File: src/rtl/blm_pkg.sv
`default_nettype none

package blm_pkg;

   // Field and register widths
   localparam int unsigned SampleWidth   = 10;
   localparam int unsigned LevelWidth    = 3;
   localparam int unsigned CountWidth    = 8;
   localparam int unsigned LimitWidth    = 8;
   localparam int unsigned TopWidth      = 10;
   localparam int unsigned CsrIndexWidth = 2;
   localparam int unsigned CsrDataWidth  = 10;

   // Register indexes on the csr port
   localparam logic [CsrIndexWidth-1:0] CSR_DEBOUNCE_LIMIT = 2'd0;
   localparam logic [CsrIndexWidth-1:0] CSR_TOP_LIMIT      = 2'd1;

   // Register reset values
   localparam logic [LimitWidth-1:0] DEBOUNCE_RESET = 8'd100;
   localparam logic [TopWidth-1:0]   TOP_RESET      = 10'd500;

   // Band edges of the converter reading
   localparam logic [SampleWidth-1:0] BAND_FLOOR  = 10'd200;
   localparam logic [SampleWidth-1:0] CRIT_HIGH   = 10'd345;
   localparam logic [SampleWidth-1:0] LOW_HIGH    = 10'd350;
   localparam logic [SampleWidth-1:0] LOGIN_HIGH  = 10'd355;
   localparam logic [SampleWidth-1:0] LEVEL1_HIGH = 10'd360;
   localparam logic [SampleWidth-1:0] LEVEL2_LOW  = 10'd365;
   localparam logic [SampleWidth-1:0] LEVEL2_HIGH = 10'd375;
   localparam logic [SampleWidth-1:0] LEVEL3_LOW  = 10'd380;
   localparam logic [SampleWidth-1:0] LEVEL3_HIGH = 10'd390;
   localparam logic [SampleWidth-1:0] LEVEL4_LOW  = 10'd395;
   localparam logic [SampleWidth-1:0] LEVEL4_HIGH = 10'd405;
   localparam logic [SampleWidth-1:0] LEVEL5_LOW  = 10'd410;

   localparam logic [CountWidth-1:0] COUNT_MAX = '1;

   typedef enum logic [1:0] {
      STATUS_HEALTHY  = 2'd0,
      STATUS_LOW      = 2'd1,
      STATUS_CRITICAL = 2'd2
   } status_type;

   typedef enum logic [1:0] {
      JOB_NONE     = 2'd0,
      JOB_NORMAL   = 2'd1,
      JOB_LOW_BATT = 2'd2
   } task_type;

   typedef struct packed {
      logic [LevelWidth-1:0] level;
      logic [CountWidth-1:0] critical_count;
      logic [CountWidth-1:0] low_count;
      logic [CountWidth-1:0] login_count;
      logic                  early_low;
      status_type            status;
   } state_type;

   typedef struct packed {
      logic [LevelWidth-1:0] level;
      logic                  icon_update;
      task_type              task_request;
      status_type            battery_status;
      logic                  recovered;
      logic                  early_low_flag;
   } result_type;

   typedef struct packed {
      logic                  hit;
      logic [LevelWidth-1:0] level;
   } quant_type;

   function automatic logic [CountWidth-1:0] sat_inc(input logic [CountWidth-1:0] value);
      sat_inc = (value == COUNT_MAX) ? COUNT_MAX : value + 1'b1;
   endfunction

   // Map a reading onto its level window; no hit inside a dead band.
   function automatic quant_type quantize(input logic [SampleWidth-1:0] sample,
                                          input logic [TopWidth-1:0]    top_limit);
      quant_type q;
      q.hit   = 1'b1;
      q.level = 3'd0;
      if (sample >= BAND_FLOOR && sample <= LOW_HIGH) begin
         q.level = 3'd0;
      end else if (sample > LOW_HIGH && sample <= LEVEL1_HIGH) begin
         q.level = 3'd1;
      end else if (sample > LEVEL2_LOW && sample <= LEVEL2_HIGH) begin
         q.level = 3'd2;
      end else if (sample > LEVEL3_LOW && sample <= LEVEL3_HIGH) begin
         q.level = 3'd3;
      end else if (sample > LEVEL4_LOW && sample <= LEVEL4_HIGH) begin
         q.level = 3'd4;
      end else if (sample > LEVEL5_LOW && sample <= top_limit) begin
         q.level = 3'd5;
      end else begin
         q.hit = 1'b0;
      end
      quantize = q;
   endfunction

endpackage

`default_nettype wire

File: src/rtl/blm_req_if.sv
`default_nettype none

interface blm_req_if;
   logic                              valid;
   logic                              ready;
   logic [blm_pkg::SampleWidth-1:0]   adc_sample;
   logic                              login_mode;
   logic                              menu_active;

   modport source (output valid, output adc_sample, output login_mode,
                   output menu_active, input ready);
   modport sink   (input valid, input adc_sample, input login_mode,
                   input menu_active, output ready);
endinterface

`default_nettype wire

File: src/rtl/blm_rsp_if.sv
`default_nettype none

interface blm_rsp_if;
   logic                             valid;
   logic                             ready;
   logic [blm_pkg::LevelWidth-1:0]   level;
   logic                             icon_update;
   logic [1:0]                       task_request;
   logic [1:0]                       battery_status;
   logic                             recovered;
   logic                             early_low_flag;

   modport source (output valid, output level, output icon_update, output task_request,
                   output battery_status, output recovered, output early_low_flag,
                   input ready);
   modport sink   (input valid, input level, input icon_update, input task_request,
                   input battery_status, input recovered, input early_low_flag,
                   output ready);
endinterface

`default_nettype wire

File: src/rtl/blm_core.sv
`default_nettype none

// Next-state and result logic for one sample.
module blm_core (
   input  var blm_pkg::state_type               state,
   input  var logic [blm_pkg::SampleWidth-1:0]  adc_sample,
   input  var logic                             login_mode,
   input  var logic                             menu_active,
   input  var logic [blm_pkg::LimitWidth-1:0]   debounce_limit,
   input  var logic [blm_pkg::TopWidth-1:0]     top_limit,
   output blm_pkg::state_type                   state_next,
   output blm_pkg::result_type                  result
);

   logic                             in_login_band;
   logic                             in_crit_band;
   logic                             in_low_band;
   logic                             drawn;
   logic                             recovered;
   blm_pkg::task_type                task_req;
   blm_pkg::quant_type               quant;
   logic [blm_pkg::CountWidth-1:0]   count_inc;

   assign in_login_band = adc_sample >= blm_pkg::BAND_FLOOR &&
                          adc_sample <= blm_pkg::LOGIN_HIGH;
   assign in_crit_band  = adc_sample >= blm_pkg::BAND_FLOOR &&
                          adc_sample <= blm_pkg::CRIT_HIGH;
   assign in_low_band   = adc_sample >  blm_pkg::CRIT_HIGH &&
                          adc_sample <= blm_pkg::LOW_HIGH;
   assign quant         = blm_pkg::quantize(adc_sample, top_limit);

   always_comb begin
      state_next = state;
      drawn      = 1'b0;
      recovered  = 1'b0;
      task_req   = blm_pkg::JOB_NONE;
      count_inc  = '0;
      priority if (login_mode) begin
         if (in_login_band) begin
            count_inc              = blm_pkg::sat_inc(state.login_count);
            state_next.login_count = count_inc;
            if (count_inc > debounce_limit) begin
               state_next.early_low = 1'b1;
            end
         end else begin
            state_next.login_count = '0;
         end
         drawn = quant.hit;
         if (quant.hit) begin
            state_next.level = quant.level;
         end
      end else if (in_crit_band) begin
         count_inc                 = blm_pkg::sat_inc(state.critical_count);
         state_next.critical_count = count_inc;
         if (count_inc >= debounce_limit) begin
            drawn                     = 1'b1;
            task_req                  = blm_pkg::JOB_LOW_BATT;
            state_next.status         = blm_pkg::STATUS_CRITICAL;
            state_next.critical_count = '0;
         end
      end else if (in_low_band) begin
         count_inc            = blm_pkg::sat_inc(state.low_count);
         state_next.low_count = count_inc;
         if (count_inc >= debounce_limit) begin
            drawn                = 1'b1;
            task_req             = blm_pkg::JOB_NORMAL;
            state_next.level     = '0;
            state_next.status    = blm_pkg::STATUS_LOW;
            state_next.low_count = '0;
         end
      end else begin
         task_req = blm_pkg::JOB_NORMAL;
         drawn    = quant.hit;
         if (quant.hit) begin
            state_next.level = quant.level;
         end
         if (state.status == blm_pkg::STATUS_CRITICAL) begin
            state_next.status = blm_pkg::STATUS_HEALTHY;
            recovered         = 1'b1;
         end
      end
   end

   always_comb begin
      result.level          = state_next.level;
      result.icon_update    = drawn && !menu_active;
      result.task_request   = task_req;
      result.battery_status = state_next.status;
      result.recovered      = recovered;
      result.early_low_flag = state_next.early_low;
   end

endmodule

`default_nettype wire

File: src/rtl/battery_level_monitor.sv
// An accepted request is captured in the input register, then moves into the result register;
//   it waits in the input register while a stalled response still holds the result register.
// Throughput: one request per cycle unless the sink stalls; the debounce and level logic
//   is a single combinational pass between the input register and the result register.
// Reset (synchronous, active high): levels, counters, status and the early-low flag clear,
//   debounce_limit returns to 100 and top_limit to 500; both pipeline stages empty.
`default_nettype none

module battery_level_monitor (
   input  var logic                                 clock,
   input  var logic                                 reset,
   blm_req_if.sink                                  req_bus,
   blm_rsp_if.source                                rsp_bus,
   input  var logic                                 csr_we,
   input  var logic [blm_pkg::CsrIndexWidth-1:0]    csr_index,
   input  var logic [blm_pkg::CsrDataWidth-1:0]     csr_wdata
);

   // Configuration registers
   logic [blm_pkg::LimitWidth-1:0]  debounce_ff;
   logic [blm_pkg::TopWidth-1:0]    top_ff;

   // Input stage
   logic                            in_valid_ff;
   logic [blm_pkg::SampleWidth-1:0] sample_ff;
   logic                            login_ff;
   logic                            menu_ff;

   // Monitor state and result stage
   blm_pkg::state_type              state_ff;
   blm_pkg::state_type              state_in;
   blm_pkg::result_type             result_in;
   blm_pkg::result_type             result_ff;
   logic                            out_valid_ff;

   logic                            advance;
   logic                            req_take;

   // Advance the input stage into the result register whenever the result
   // register is empty or being drained this cycle.
   assign advance  = in_valid_ff && (!out_valid_ff || rsp_bus.ready);
   assign req_take = req_bus.valid && req_bus.ready;

   // Take a new request while the input stage is empty or moving forward.
   assign req_bus.ready = !in_valid_ff || advance;

   // Configuration writes; an index beyond the list is dropped.
   always_ff @(posedge clock) begin
      if (reset) begin
         debounce_ff <= blm_pkg::DEBOUNCE_RESET;
         top_ff      <= blm_pkg::TOP_RESET;
      end else if (csr_we) begin
         unique case (csr_index)
            blm_pkg::CSR_DEBOUNCE_LIMIT: debounce_ff <= csr_wdata[blm_pkg::LimitWidth-1:0];
            blm_pkg::CSR_TOP_LIMIT:      top_ff      <= csr_wdata[blm_pkg::TopWidth-1:0];
            default: ;
         endcase
      end
   end

   // Input register: hold the request until it moves on.
   always_ff @(posedge clock) begin
      if (reset) begin
         in_valid_ff <= 1'b0;
      end else if (req_take) begin
         in_valid_ff <= 1'b1;
      end else if (advance) begin
         in_valid_ff <= 1'b0;
      end
   end

   always_ff @(posedge clock) begin
      if (req_take) begin
         sample_ff <= req_bus.adc_sample;
         login_ff  <= req_bus.login_mode;
         menu_ff   <= req_bus.menu_active;
      end
   end

   blm_core u_core (
      .state          (state_ff),
      .adc_sample     (sample_ff),
      .login_mode     (login_ff),
      .menu_active    (menu_ff),
      .debounce_limit (debounce_ff),
      .top_limit      (top_ff),
      .state_next     (state_in),
      .result         (result_in)
   );

   // State commits exactly once per request, in request order.
   always_ff @(posedge clock) begin
      if (reset) begin
         state_ff <= '{level:          '0,
                       critical_count: '0,
                       low_count:      '0,
                       login_count:    '0,
                       early_low:      1'b0,
                       status:         blm_pkg::STATUS_HEALTHY};
      end else if (advance) begin
         state_ff <= state_in;
      end
   end

   // Result register: holds the response while the sink stalls.
   always_ff @(posedge clock) begin
      if (reset) begin
         out_valid_ff <= 1'b0;
      end else if (advance) begin
         out_valid_ff <= 1'b1;
      end else if (rsp_bus.ready) begin
         out_valid_ff <= 1'b0;
      end
   end

   always_ff @(posedge clock) begin
      if (advance) begin
         result_ff <= result_in;
      end
   end

   assign rsp_bus.valid          = out_valid_ff;
   assign rsp_bus.level          = result_ff.level;
   assign rsp_bus.icon_update    = result_ff.icon_update;
   assign rsp_bus.task_request   = result_ff.task_request;
   assign rsp_bus.battery_status = result_ff.battery_status;
   assign rsp_bus.recovered      = result_ff.recovered;
   assign rsp_bus.early_low_flag = result_ff.early_low_flag;

   // Recovery is only reported on a normal-task sample that leaves the status healthy.
   a_recover_healthy: assert property (@(posedge clock) disable iff (reset)
      (out_valid_ff && result_ff.recovered) |->
         (result_ff.battery_status == blm_pkg::STATUS_HEALTHY &&
          result_ff.task_request == blm_pkg::JOB_NORMAL))
      else $error("recovery reported without healthy status");

   // A low-battery task always comes with critical status.
   a_lowtask_critical: assert property (@(posedge clock) disable iff (reset)
      (out_valid_ff && result_ff.task_request == blm_pkg::JOB_LOW_BATT) |->
         (result_ff.battery_status == blm_pkg::STATUS_CRITICAL))
      else $error("low battery task without critical status");

   // The early-low flag is latched until reset.
   a_early_low_sticky: assert property (@(posedge clock) disable iff (reset)
      !$fell(state_ff.early_low))
      else $error("early-low flag cleared outside reset");

   // Every advanced request shows up in the result register.
   a_advance_fills: assert property (@(posedge clock) disable iff (reset)
      advance |=> out_valid_ff)
      else $error("advanced request lost");

endmodule

`default_nettype wire
File: src/flat_wrapper.sv
// flat-port wrapper written by rule: the top's interface ports become plain ports
module battery_level_monitor_flat 
  (clock, reset, csr_we, csr_index, csr_wdata, req_bus_valid, req_bus_adc_sample, req_bus_login_mode, req_bus_menu_active, req_bus_ready, rsp_bus_valid, rsp_bus_level, rsp_bus_icon_update, rsp_bus_task_request, rsp_bus_battery_status, rsp_bus_recovered, rsp_bus_early_low_flag, rsp_bus_ready);
  blm_req_if req_bus_i ();
  blm_rsp_if rsp_bus_i ();
  input  var logic clock;
  input  var logic reset;
  input  var logic csr_we;
  input  var logic [blm_pkg::CsrIndexWidth-1:0] csr_index;
  input  var logic [blm_pkg::CsrDataWidth-1:0] csr_wdata;
  input wire logic [$bits(req_bus_i.valid)-1:0] req_bus_valid;
  input wire logic [$bits(req_bus_i.adc_sample)-1:0] req_bus_adc_sample;
  input wire logic [$bits(req_bus_i.login_mode)-1:0] req_bus_login_mode;
  input wire logic [$bits(req_bus_i.menu_active)-1:0] req_bus_menu_active;
  output wire logic [$bits(req_bus_i.ready)-1:0] req_bus_ready;
  output wire logic [$bits(rsp_bus_i.valid)-1:0] rsp_bus_valid;
  output wire logic [$bits(rsp_bus_i.level)-1:0] rsp_bus_level;
  output wire logic [$bits(rsp_bus_i.icon_update)-1:0] rsp_bus_icon_update;
  output wire logic [$bits(rsp_bus_i.task_request)-1:0] rsp_bus_task_request;
  output wire logic [$bits(rsp_bus_i.battery_status)-1:0] rsp_bus_battery_status;
  output wire logic [$bits(rsp_bus_i.recovered)-1:0] rsp_bus_recovered;
  output wire logic [$bits(rsp_bus_i.early_low_flag)-1:0] rsp_bus_early_low_flag;
  input wire logic [$bits(rsp_bus_i.ready)-1:0] rsp_bus_ready;
  assign req_bus_i.valid = req_bus_valid;
  assign req_bus_i.adc_sample = req_bus_adc_sample;
  assign req_bus_i.login_mode = req_bus_login_mode;
  assign req_bus_i.menu_active = req_bus_menu_active;
  assign req_bus_ready = req_bus_i.ready;
  assign rsp_bus_valid = rsp_bus_i.valid;
  assign rsp_bus_level = rsp_bus_i.level;
  assign rsp_bus_icon_update = rsp_bus_i.icon_update;
  assign rsp_bus_task_request = rsp_bus_i.task_request;
  assign rsp_bus_battery_status = rsp_bus_i.battery_status;
  assign rsp_bus_recovered = rsp_bus_i.recovered;
  assign rsp_bus_early_low_flag = rsp_bus_i.early_low_flag;
  assign rsp_bus_i.ready = rsp_bus_ready;
  battery_level_monitor u_core (.clock(clock), .reset(reset), .req_bus(req_bus_i), .rsp_bus(rsp_bus_i), .csr_we(csr_we), .csr_index(csr_index), .csr_wdata(csr_wdata));
endmodule
File: config.mk
export PLATFORM = sky130hd
export DESIGN_NAME = battery_level_monitor_flat
export DESIGN_NICKNAME = d
export VERILOG_FILES = /design/src/rtl/blm_pkg.sv /design/src/rtl/blm_req_if.sv /design/src/rtl/blm_rsp_if.sv /design/src/rtl/blm_core.sv /design/src/rtl/battery_level_monitor.sv /design/src/flat_wrapper.sv
export SDC_FILE = /design/constraint.sdc
export NUM_CORES = 1
export LEC_CHECK = 0
export BUFFER_PORTS_ARGS = -buffer_cell sky130_fd_sc_hd__buf_2
export CAP_MARGIN = 5
export CORE_ASPECT_RATIO = 0.8
export CORE_MARGIN = 2
export CORE_UTILIZATION = 50
export CTS_CLUSTER_SIZE = 8
export DETAILED_ROUTE_END_ITERATION = 6
export GPL_ROUTABILITY_DRIVEN = 0
export PLACE_DENSITY = 0.72
export SETUP_SLACK_MARGIN = 0.1
export SYNTH_ARGS = -nofsm -noshare
export SYNTH_HDL_FRONTEND = slang
export SYNTH_SLANG_ARGS = --single-unit
File: constraint.sdc
create_clock -name clock -period 3.01 [get_ports clock]
set_input_delay 0 -clock clock [delete_from_list [all_inputs] [get_ports clock]]
set_output_delay 0 -clock clock [all_outputs]
set_load 0.05 [all_outputs]
==> impl_metrics.tcl, run 1 <==
set metrics [dict create \
    status "complete, but fails checks" \
    violations "setup timing" \
    arrival_ps 3120 \
    drc_errors 0 \
    fp.dieArea_mm2 0.00913 \
    most-common-layout-cells "nand2_1 (59), dfxtp_1 (47), buf_2 (40), nor2_1 (39), ha_1 (34)" \
    fmax_mhz 328 \
    num_vias 3914 \
    clockBufferDepth 2 \
    drtAntennaViolNets 0 \
    clkSinkCount 72 \
    synth-main-ff-cell "dfxtp_1" \
    synth.ff_latch_count 72 \
    cts.clk_slew.worst_paths_ps 80 \
    slew_headroom 0.612 \
    worstSetupEndpointType "flop" \
    fin_skew_ps 8.12 \
    final.setup.worst_slack_ps -39.1 \
    final_cells 674 \
    initial_core_util 0.523 \
    cts_root_buffer "clkbuf_8" \
    cts_buffers 9 \
    tritoncts "yes" \
    grt.total_usage 0.251 \
    cts_max_level 3 \
    tightest_slew_ps 582 \
    io_buffers 40 \
    syn_nets 542 \
    period_minus_slack_ps 3050 \
    powerDensity_mw_per_mm2 409 \
    antenna_found_initial 0 \
    die_w_um 106 \
    async_flop_share 0 \
    holdWs_ps 115 \
    num-nets-final 627 \
    design_area_mm2 0.00536 \
    wl_met3_um 677 \
    setup_viol 1 \
    grt_max_degree 42 \
    insertedDiodeCount 0 \
    wire_per_inst_um 16.8 \
    syn_avg_cell_area_um2 8.80 \
    insertion_delay_ps 360 \
    yosys_warnings 0 \
    syn_area_mm2 0.00419 \
    required_ps 3080 \
    via_per_inst 5.81 \
    synth_edf_count 22 \
    rsz0062_at_grt "true" \
    yosysSeqAreaShare 0.397 \
    grt-ovfl-total 0 \
    dp_hpwl_um 7350 \
    mostFrequentLayoutCell "nand2_1" \
    synth_cell_type_count 58 \
    rows 29 \
    area_growth_pct 27.9 \
    die_height_um 85.9 \
    ir_drop_mv 0.205 \
    start_kind "flop" \
    synthCells 476 \
    place_area_mm2 0.00460 \
    cap_violations 0 \
    drt_iter0_drc 208 \
    timing_hold_violations_final 0 \
    routed.top_layer "met4" \
    multiInputGateArea_mm2 0.00261 \
    dr.pass1.iters 4 \
    period_share 1.01 \
    hold_path.class "input pin to flop" \
    final_layout_size_suffix_gt1_frac 0.237 \
    criticalPathCategory "flop to flop" \
    finalWirelength_um 11300 \
    p_leak_nw 2.27 \
    grt_pass1_vias 3835 \
    grt_pass1_wl_um 17900 \
    fill_cells 658 \
    placed_cells 624 \
    m1WireLength_um 4940 \
    core-area_mm2 0.00802 \
    slew_violations 0 \
    io_pins 41 \
    met2_length_um 5480 \
    critPathMaxFanout 3 \
    ff_latch_area_mm2 0.00167 \
]
-- area by class of cell --
cell class              count  area share
well taps                 108      0.0252
clock buffers              11      0.0285
repair buffers             88       0.120
inverters                  25      0.0175
flip-flops and latches     72       0.311
multi-input cells         365       0.487
clock inverters             5      0.0117
-- path summary, 6_finish.rpt --
kind                                          from                                   end  slack, ps  depth (start not counted)
setup / recovery  u_core.state_ff[11]$_SDFFE_PP0P_  u_core.rsp_bus.icon_update$_DFFE_PP_        -40                         14
hold / removal                        csr_index[0]         u_core.top_ff[1]$_SDFFE_PP0P_        120                          4
setup reg to reg  u_core.state_ff[11]$_SDFFE_PP0P_  u_core.rsp_bus.icon_update$_DFFE_PP_        -40                         14
hold reg to reg      u_core.top_ff[1]$_SDFFE_PP0P_         u_core.top_ff[1]$_SDFFE_PP0P_        460                          2
-- cells in the mapped netlist, types with 3 or more instances --
library cell | number | area, um^2
xnor2_1 | 8 | 70.1
nand3_1 | 22 | 110
o21ai_0 | 12 | 60.1
nor2b_1 | 7 | 43.8
nand4_1 | 7 | 43.8
or2_2 | 4 | 25.0
mux2i_1 | 4 | 40.0
o31ai_1 | 3 | 22.5
clkbuf_1 | 10 | 37.5
ha_1 | 37 | 463
nand2b_1 | 9 | 56.3
a31oi_1 | 4 | 25.0
a211oi_1 | 4 | 30.0
or3_1 | 3 | 18.8
o211ai_1 | 11 | 82.6
a21o_1 | 10 | 75.1
nand2_1 | 59 | 221
a21oi_1 | 40 | 200
edfxtp_1 | 22 | 661
a22oi_1 | 11 | 82.6
nor2_1 | 41 | 154
buf_2 | 3 | 15.0
and2_1 | 6 | 37.5
nand3b_1 | 3 | 22.5
nor2_4 | 3 | 33.8
nor3_1 | 8 | 40.0
dfxtp_1 | 50 | 1000
o21a_1 | 5 | 37.5
and3_1 | 10 | 62.6
inv_1 | 24 | 90.1
-- through the flow --
stage,util,total power [mW],setup TNS [ps],setup slack (ps)
finish,0.668,2.19,-39.1,-39.1
floorplan,-,1.25,0,102
global placement,0.573,1.32,0,11.1
detailed placement,0.573,1.33,-440,-95.6
global route,0.668,2.28,-742,-89.9
CTS,0.644,2.19,0,111
-- registers in the layout, summed over array words and instances (netlist names), 2 cells and up --
signal                         flops
u_core.top_ff                     10
u_core.debounce_ff                 8
u_core.rsp_bus.level               3
u_core.state_ff                   30
u_core.sample_ff                  10
u_core.rsp_bus.battery_status      2
u_core.rsp_bus.task_request        2
-- power by group --
group	switching [mW]	leakage (nW)	internal, mW
combinational	0.167	1.55	0.117
clock	0.405	0.101	0.438
sequential	0.0310	0.619	1.03
-- what timing repair did --
item                                   in CTS  in global routing
buffers inserted                            3                  6
gates resized for setup                    15                 33
pin swaps                                  10                 14
gates cloned                                0                  0
endpoints found under the hold margin      32                  0
hold buffers                               25                  0
setup endpoints to repair                  18                 28
-- metal layers --
metal	vias up	global-route usage
li1	1901	-
met1	1855	0.309
met2	138	0.425
met3	20	0.0608
met4	0	0.0993
met5	-	0
-- cells by family after synthesis --
| group | after synthesis | share of synthesized area |
|---|---|---|
| fa+ha+maj | 37 | 0.110 |
| compound gates | 121 | 0.191 |
| buf+inv | 39 | 0.0376 |
| mux | 5 | 0.0122 |
| simple gates | 192 | 0.232 |
| xor+xnor | 10 | 0.0209 |
| flops | 72 | 0.397 |
-- critical path, cell delays in order (launching register included) --
cell and delay [ps]:
dfxtp_2 360, ha_4 130, and3_4 190, and3_4 220, nand3_4 100, and2_4 170, ha_4 210, nand2b_4 130
a21o_1 160, a211o_1 310, a221oi_4 410, buf_6 170, a21oi_2 40, o31ai_1 70, a21oi_1 100
Power figures use the tool's default switching activity.
==> run 2, diff against run 1 <==
--- a/config.mk
+++ b/config.mk
@@ -13,7 +13,7 @@
 export CTS_CLUSTER_SIZE = 8
 export DETAILED_ROUTE_END_ITERATION = 6
 export GPL_ROUTABILITY_DRIVEN = 0
-export PLACE_DENSITY = 0.72
+export PLACE_DENSITY = 0.69
 export SETUP_SLACK_MARGIN = 0.1
 export SYNTH_ARGS = -nofsm -noshare
 export SYNTH_HDL_FRONTEND = slang
==> constraint.sdc (replaced) <==
create_clock -name clock -period 3.6 [get_ports clock]
set_input_delay 0 -clock clock [delete_from_list [all_inputs] [get_ports clock]]
set_output_delay 0 -clock clock [all_outputs]
set_load 0.05 [all_outputs]
==> run 2 against run 1 <==
Effect of this change: the flow now finishes without violations; clock power fell by 31%; sequential power fell by 17%; first-iteration DRC count fell by 0.48%; global-route usage fell by 1.6 points; core utilization fell by 5.3 points; via count fell by 4.4%; sequential share of layout area rose by 2.6 points; largest power group unchanged; count of clock-buffer cells in the layout fell by 1; critical endpoint is now u_core.state_ff[1]$_SDFFE_PP0P_.
==> impl_metrics.tcl, run 2 (synthesized netlist as in run 1, its figures left out) <==
set metrics [dict create \
    grt_max_degree 42 \
    ir_drop_mv 0.234 \
    start_kind "flop" \
    tritoncts "yes" \
    fmax_mhz 307 \
    antenna_found_initial 0 \
    p_seq_frac 0.527 \
    placed_cells 613 \
    rsz0062_at_grt "false" \
    cts_buffers 9 \
    period_minus_slack_ps 3250 \
    criticalPathCategory "flop to flop" \
    num-nets-final 610 \
    critPathMaxFanout 6 \
    initial_core_util 0.523 \
    status "finished, final reports clean" \
    drtAntennaViolNets 0 \
    final_layout_size_suffix_gt1_frac 0.144 \
    finalWirelength_um 10100 \
    cts_root_buffer "clkbuf_8" \
    final_cells 657 \
    area_growth_pct 17.8 \
    p_leak_nw 2.15 \
    drc_errors 0 \
    cts_max_level 3 \
    io_pins 41 \
    core-area_mm2 0.00802 \
    dr.pass1.iters 5 \
    fp.dieArea_mm2 0.00913 \
    fill_cells 706 \
    worstSetupEndpointType "flop" \
    holdWs_ps 116 \
    largest_reg_flops 30 \
    clockBufferDepth 2 \
    dp_hpwl_um 7300 \
    via_per_inst 5.69 \
    pwr-share-clk 0.342 \
    powerDensity_mw_per_mm2 342 \
    regMostFlops "u_core.state_ff" \
    tightest_slew_ps 813 \
    hold_path.class "input pin to flop" \
    drt_iter0_drc 207 \
    grt-ovfl-total 0 \
    slew_headroom 0.458 \
    arrival_ps 3510 \
    pre_cts_ws_ps 236 \
    cap_violations 0 \
    timing_hold_violations_final 0 \
    reg_top3 "u_core.state_ff x30, u_core.sample_ff x10, u_core.top_ff x10" \
    cts.clk_slew.worst_paths_ps 80 \
    rows 29 \
    die_w_um 106 \
    grt_pass1_vias 3522 \
    combinationalPowerShare 0.131 \
    wire_per_inst_um 15.4 \
    switchingPower_mw 0.481 \
    r2r_setup_slack_ps 350 \
    fin_skew_ps 7.34 \
    num_vias 3740 \
    most-common-layout-cells "nand2_1 (59), dfxtp_1 (50), nor2_1 (41), a21oi_1 (40), buf_2 (40)" \
    grt_pass1_wl_um 16900 \
    final.setup.worst_slack_ps 347 \
    io_buffers 40 \
    clkSinkCount 72 \
    period_share 0.904 \
    insertedDiodeCount 0 \
    required_ps 3860 \
    grt.total_usage 0.235 \
    swShare 0.285 \
    die_height_um 85.9 \
    insertion_delay_ps 350 \
    setup_viol 0 \
    mostFrequentLayoutCell "nand2_1" \
    slew_violations 0 \
    fin_tns_setup_ps 0 \
    power.internal_mw 1.21 \
]
==> run 2: final timing paths <==
path | cells after the start | endpoint | from
min | 4 | u_core.top_ff[1]$_SDFFE_PP0P_ | csr_index[0]
max reg2reg | 14 | u_core.state_ff[1]$_SDFFE_PP0P_ | u_core.state_ff[11]$_SDFFE_PP0P_
max | 14 | u_core.state_ff[1]$_SDFFE_PP0P_ | u_core.state_ff[11]$_SDFFE_PP0P_
min reg2reg | 2 | u_core.top_ff[1]$_SDFFE_PP0P_ | u_core.top_ff[1]$_SDFFE_PP0P_
==> run 2: metrics by stage <==
stage / instance area (um^2) / utilization / power, mW
after floorplan: 4190 / - / 1.04
after global placement: 4480 / 0.559 / 1.10
after detailed placement: 4480 / 0.559 / 1.11
after CTS: 4900 / 0.612 / 1.70
after global routing: 4940 / 0.616 / 1.77
final: 4940 / 0.616 / 1.69
==> run 2: layer usage <==
metal  part of all wire  global-route usage
met5                  0                   0
met4             0.0078              0.0478
met3              0.057              0.0479
met2               0.46               0.386
met1               0.48               0.324
==> run 2: final cells by class <==
type / instances / area, um^2 / area share
Sequential cell: 72 / 1660 / 0.337
Inverter: 25 / 93.8 / 0.0190
Tap cell: 108 / 135 / 0.0274
Clock inverter: 6 / 42.5 / 0.00862
Clock buffer: 10 / 128 / 0.0258
Timing Repair Buffer: 71 / 495 / 0.100
Multi-Input combinational cell: 365 / 2380 / 0.482
==> run 2: power groups by stage <==
stage | Sequential [mW] | Combinational (mW) | Clock [mW]
floorplan | 0.920 | 0.124 | 0
global placement | 0.907 | 0.189 | 0
detailed placement | 0.908 | 0.198 | 0
CTS | 0.889 | 0.220 | 0.588
global route | 0.893 | 0.245 | 0.631
finish | 0.890 | 0.221 | 0.578
==> run 2: repair_timing <==
action	CTS	global route
gates resized for setup	0	2
endpoints found under the setup margin	0	8
buffers inserted	0	3
hold buffers	25	0
endpoints found under the hold margin	32	0
==> run 2: critical path, cell delays in order (launching register included) <==
cell	delay [ps]
dfxtp_1	370
ha_1	190
and3_1	200
and3_4	210
nand3_2	130
and2_1	210
ha_1	280
nand2b_1	150
a21o_1	170
a211o_1	300
a221oi_1	280
buf_4	180
a21oi_1	70
a21boi_1	140
a221oi_1	270
==> run 3, diff against run 2 <==
--- a/config.mk
+++ b/config.mk
@@ -7,12 +7,13 @@
 export LEC_CHECK = 0
 export BUFFER_PORTS_ARGS = -buffer_cell sky130_fd_sc_hd__buf_2
 export CAP_MARGIN = 5
-export CORE_ASPECT_RATIO = 0.8
+export CORE_ASPECT_RATIO = 0.7
 export CORE_MARGIN = 2
 export CORE_UTILIZATION = 50
 export CTS_CLUSTER_SIZE = 8
 export DETAILED_ROUTE_END_ITERATION = 6
 export GPL_ROUTABILITY_DRIVEN = 0
+export HOLD_SLACK_MARGIN = 0.12
 export PLACE_DENSITY = 0.69
 export SETUP_SLACK_MARGIN = 0.1
 export SYNTH_ARGS = -nofsm -noshare
==> run 3 against run 2 <==
Effect of this change: sequential share of layout area down 0.67 points; clock power up 50%; hold slack better by 37 ps; combinational power about the same; register-to-register slack worse by 90 ps; global-route usage up 1.2 points; die area about the same; routed wire length up 3.4%; worst setup slack worse by 92 ps; non-clock buffer count down 2; largest cell class unchanged; largest power group unchanged.
==> impl_metrics.tcl, run 3 (synthesized netlist as in run 1, its figures left out) <==
set metrics [dict create \
    tritoncts "yes" \
    antenna_found_initial 0 \
    ir_drop_mv 0.334 \
    clkSinkCount 72 \
    area_growth_pct 20.2 \
    fin_tns_setup_ps 0 \
    r2r_setup_slack_ps 260 \
    regMostFlops "u_core.state_ff" \
    worstSetupEndpointType "flop" \
    slew_headroom 0.313 \
    fill_cells 646 \
    insertion_delay_ps 340 \
    initial_core_util 0.523 \
    die_height_um 80.6 \
    hold_path_depth 4 \
    critPathMaxFanout 6 \
    grt-ovfl-total 0 \
    io_pins 41 \
    r2r_cells 14 \
    cts.clk_slew.worst_paths_ps 50 \
    status "finished, final reports clean" \
    rsz0062_at_grt "true" \
    pre_cts_ws_ps 172 \
    r2r-end "u_core.state_ff[1]$_SDFFE_PP0P_" \
    dr.pass1.iters 4 \
    setup_viol 0 \
    drc_errors 0 \
    core-area_mm2 0.00801 \
    arrival_ps 3580 \
    min_to "u_core.top_ff[9]$_SDFFE_PP0P_" \
    cts_root_buffer "clkbuf_16" \
    wire_per_inst_um 16.1 \
    grt_pass1_wl_um 17400 \
    hold_path.class "input pin to flop" \
    most-common-layout-cells "nand2_1 (58), dfxtp_1 (50), nor2_1 (41), a21oi_1 (40), buf_2 (40)" \
    die_w_um 113 \
    dp_hpwl_um 7460 \
    clockBufferDepth 2 \
    period_share 0.929 \
    rows 27 \
    grt.total_usage 0.247 \
    period_minus_slack_ps 3340 \
    timing.rr.start "u_core.state_ff[12]$_SDFFE_PP0P_" \
    timing_hold_violations_final 0 \
    slew_violations 0 \
    grt_pass1_vias 3550 \
    drt_iter0_drc 332 \
    num-nets-final 608 \
    powerDensity_mw_per_mm2 393 \
    largest_reg_flops 30 \
    min_from "csr_we" \
    reg_top3 "u_core.state_ff x30, u_core.sample_ff x10, u_core.top_ff x10" \
    grt_max_degree 42 \
    cts_max_level 3 \
    finalPower_mw 1.98 \
    cts_buffers 9 \
    p_leak_nw 2.20 \
    fin_skew_ps 4.85 \
    via_per_inst 5.88 \
    fmax_mhz 299 \
    drtAntennaViolNets 0 \
    io_buffers 40 \
    required_ps 3840 \
    mostFrequentLayoutCell "nand2_1" \
    num_vias 3809 \
    final_layout_size_suffix_gt1_frac 0.135 \
    place_area_mm2 0.00447 \
    design_area_mm2 0.00504 \
    finalWirelength_um 10400 \
    start_kind "flop" \
    final.setup.worst_slack_ps 255 \
    fp.dieArea_mm2 0.00914 \
    criticalPathCategory "flop to flop" \
    fin_util 0.629 \
    cap_violations 0 \
    tightest_slew_ps 1020 \
    insertedDiodeCount 0 \
]
run 3: worst max-delay path by stage:
stage | from | end | cells past startpoint
after floorplan | u_core.state_ff[11]$_SDFFE_PP0P_ | u_core.rsp_bus.icon_update$_DFFE_PP_ | 14
after global placement | u_core.state_ff[11]$_SDFFE_PP0P_ | u_core.state_ff[1]$_SDFFE_PP0P_ | 14
after detailed placement | u_core.state_ff[11]$_SDFFE_PP0P_ | u_core.state_ff[1]$_SDFFE_PP0P_ | 14
after CTS | u_core.state_ff[11]$_SDFFE_PP0P_ | u_core.state_ff[1]$_SDFFE_PP0P_ | 14
after global routing | u_core.state_ff[11]$_SDFFE_PP0P_ | u_core.state_ff[1]$_SDFFE_PP0P_ | 14
final | u_core.state_ff[12]$_SDFFE_PP0P_ | u_core.state_ff[1]$_SDFFE_PP0P_ | 14
run 3: routing by layer:
layer  up-vias  global-route usage  share of wire
met5         -                   0              0
met4         0              0.0951          0.018
met3        16              0.0619          0.080
met2       158               0.365           0.43
met1      1774               0.347           0.48
li1       1861                   -              -
run 3: report_power, final:
group	internal [mW]	switching, mW
clock network	0.536	0.331
logic	0.0894	0.133
registers	0.866	0.0254
run 3: layout make-up:
class	instances	area [um^2]	share of cell area
Clock buffer	13	240	0.0477
Clock inverter	3	42.5	0.00845
Inverter	25	93.8	0.0186
Multi-Input combinational cell	365	2380	0.472
Sequential cell	72	1660	0.330
Tap cell	101	126	0.0251
Timing Repair Buffer	69	493	0.0979
run 3: what timing repair did:
action / 4_1_cts / 5_1_grt
setup buffers: 0 / 2
endpoints found under the hold margin: 32 / 0
endpoints found under the setup margin: 0 / 17
resized for setup: 0 / 3
hold buffers: 25 / 0
run 3: per-stage QoR:
| step | hold slack (ps) | cells |
|---|---|---|
| after CTS | 132 | 646 |
| after global routing | 183 | 648 |
| after detailed placement | 178 | 605 |
| after global placement | 176 | 605 |
| final | 153 | 648 |
| after floorplan | 98.9 | 476 |
run 3: critical path, stage by stage (launching register included):
cell and delay (ps):
dfxtp_1 370, ha_1 190, and3_1 200, and3_1 240, nand3_2 150, and2_1 220, ha_1 260, nand2b_1 140
a21o_1 170, a211o_1 300, a221oi_1 300, buf_4 190, a21oi_1 90, a21boi_1 150, a221oi_1 280
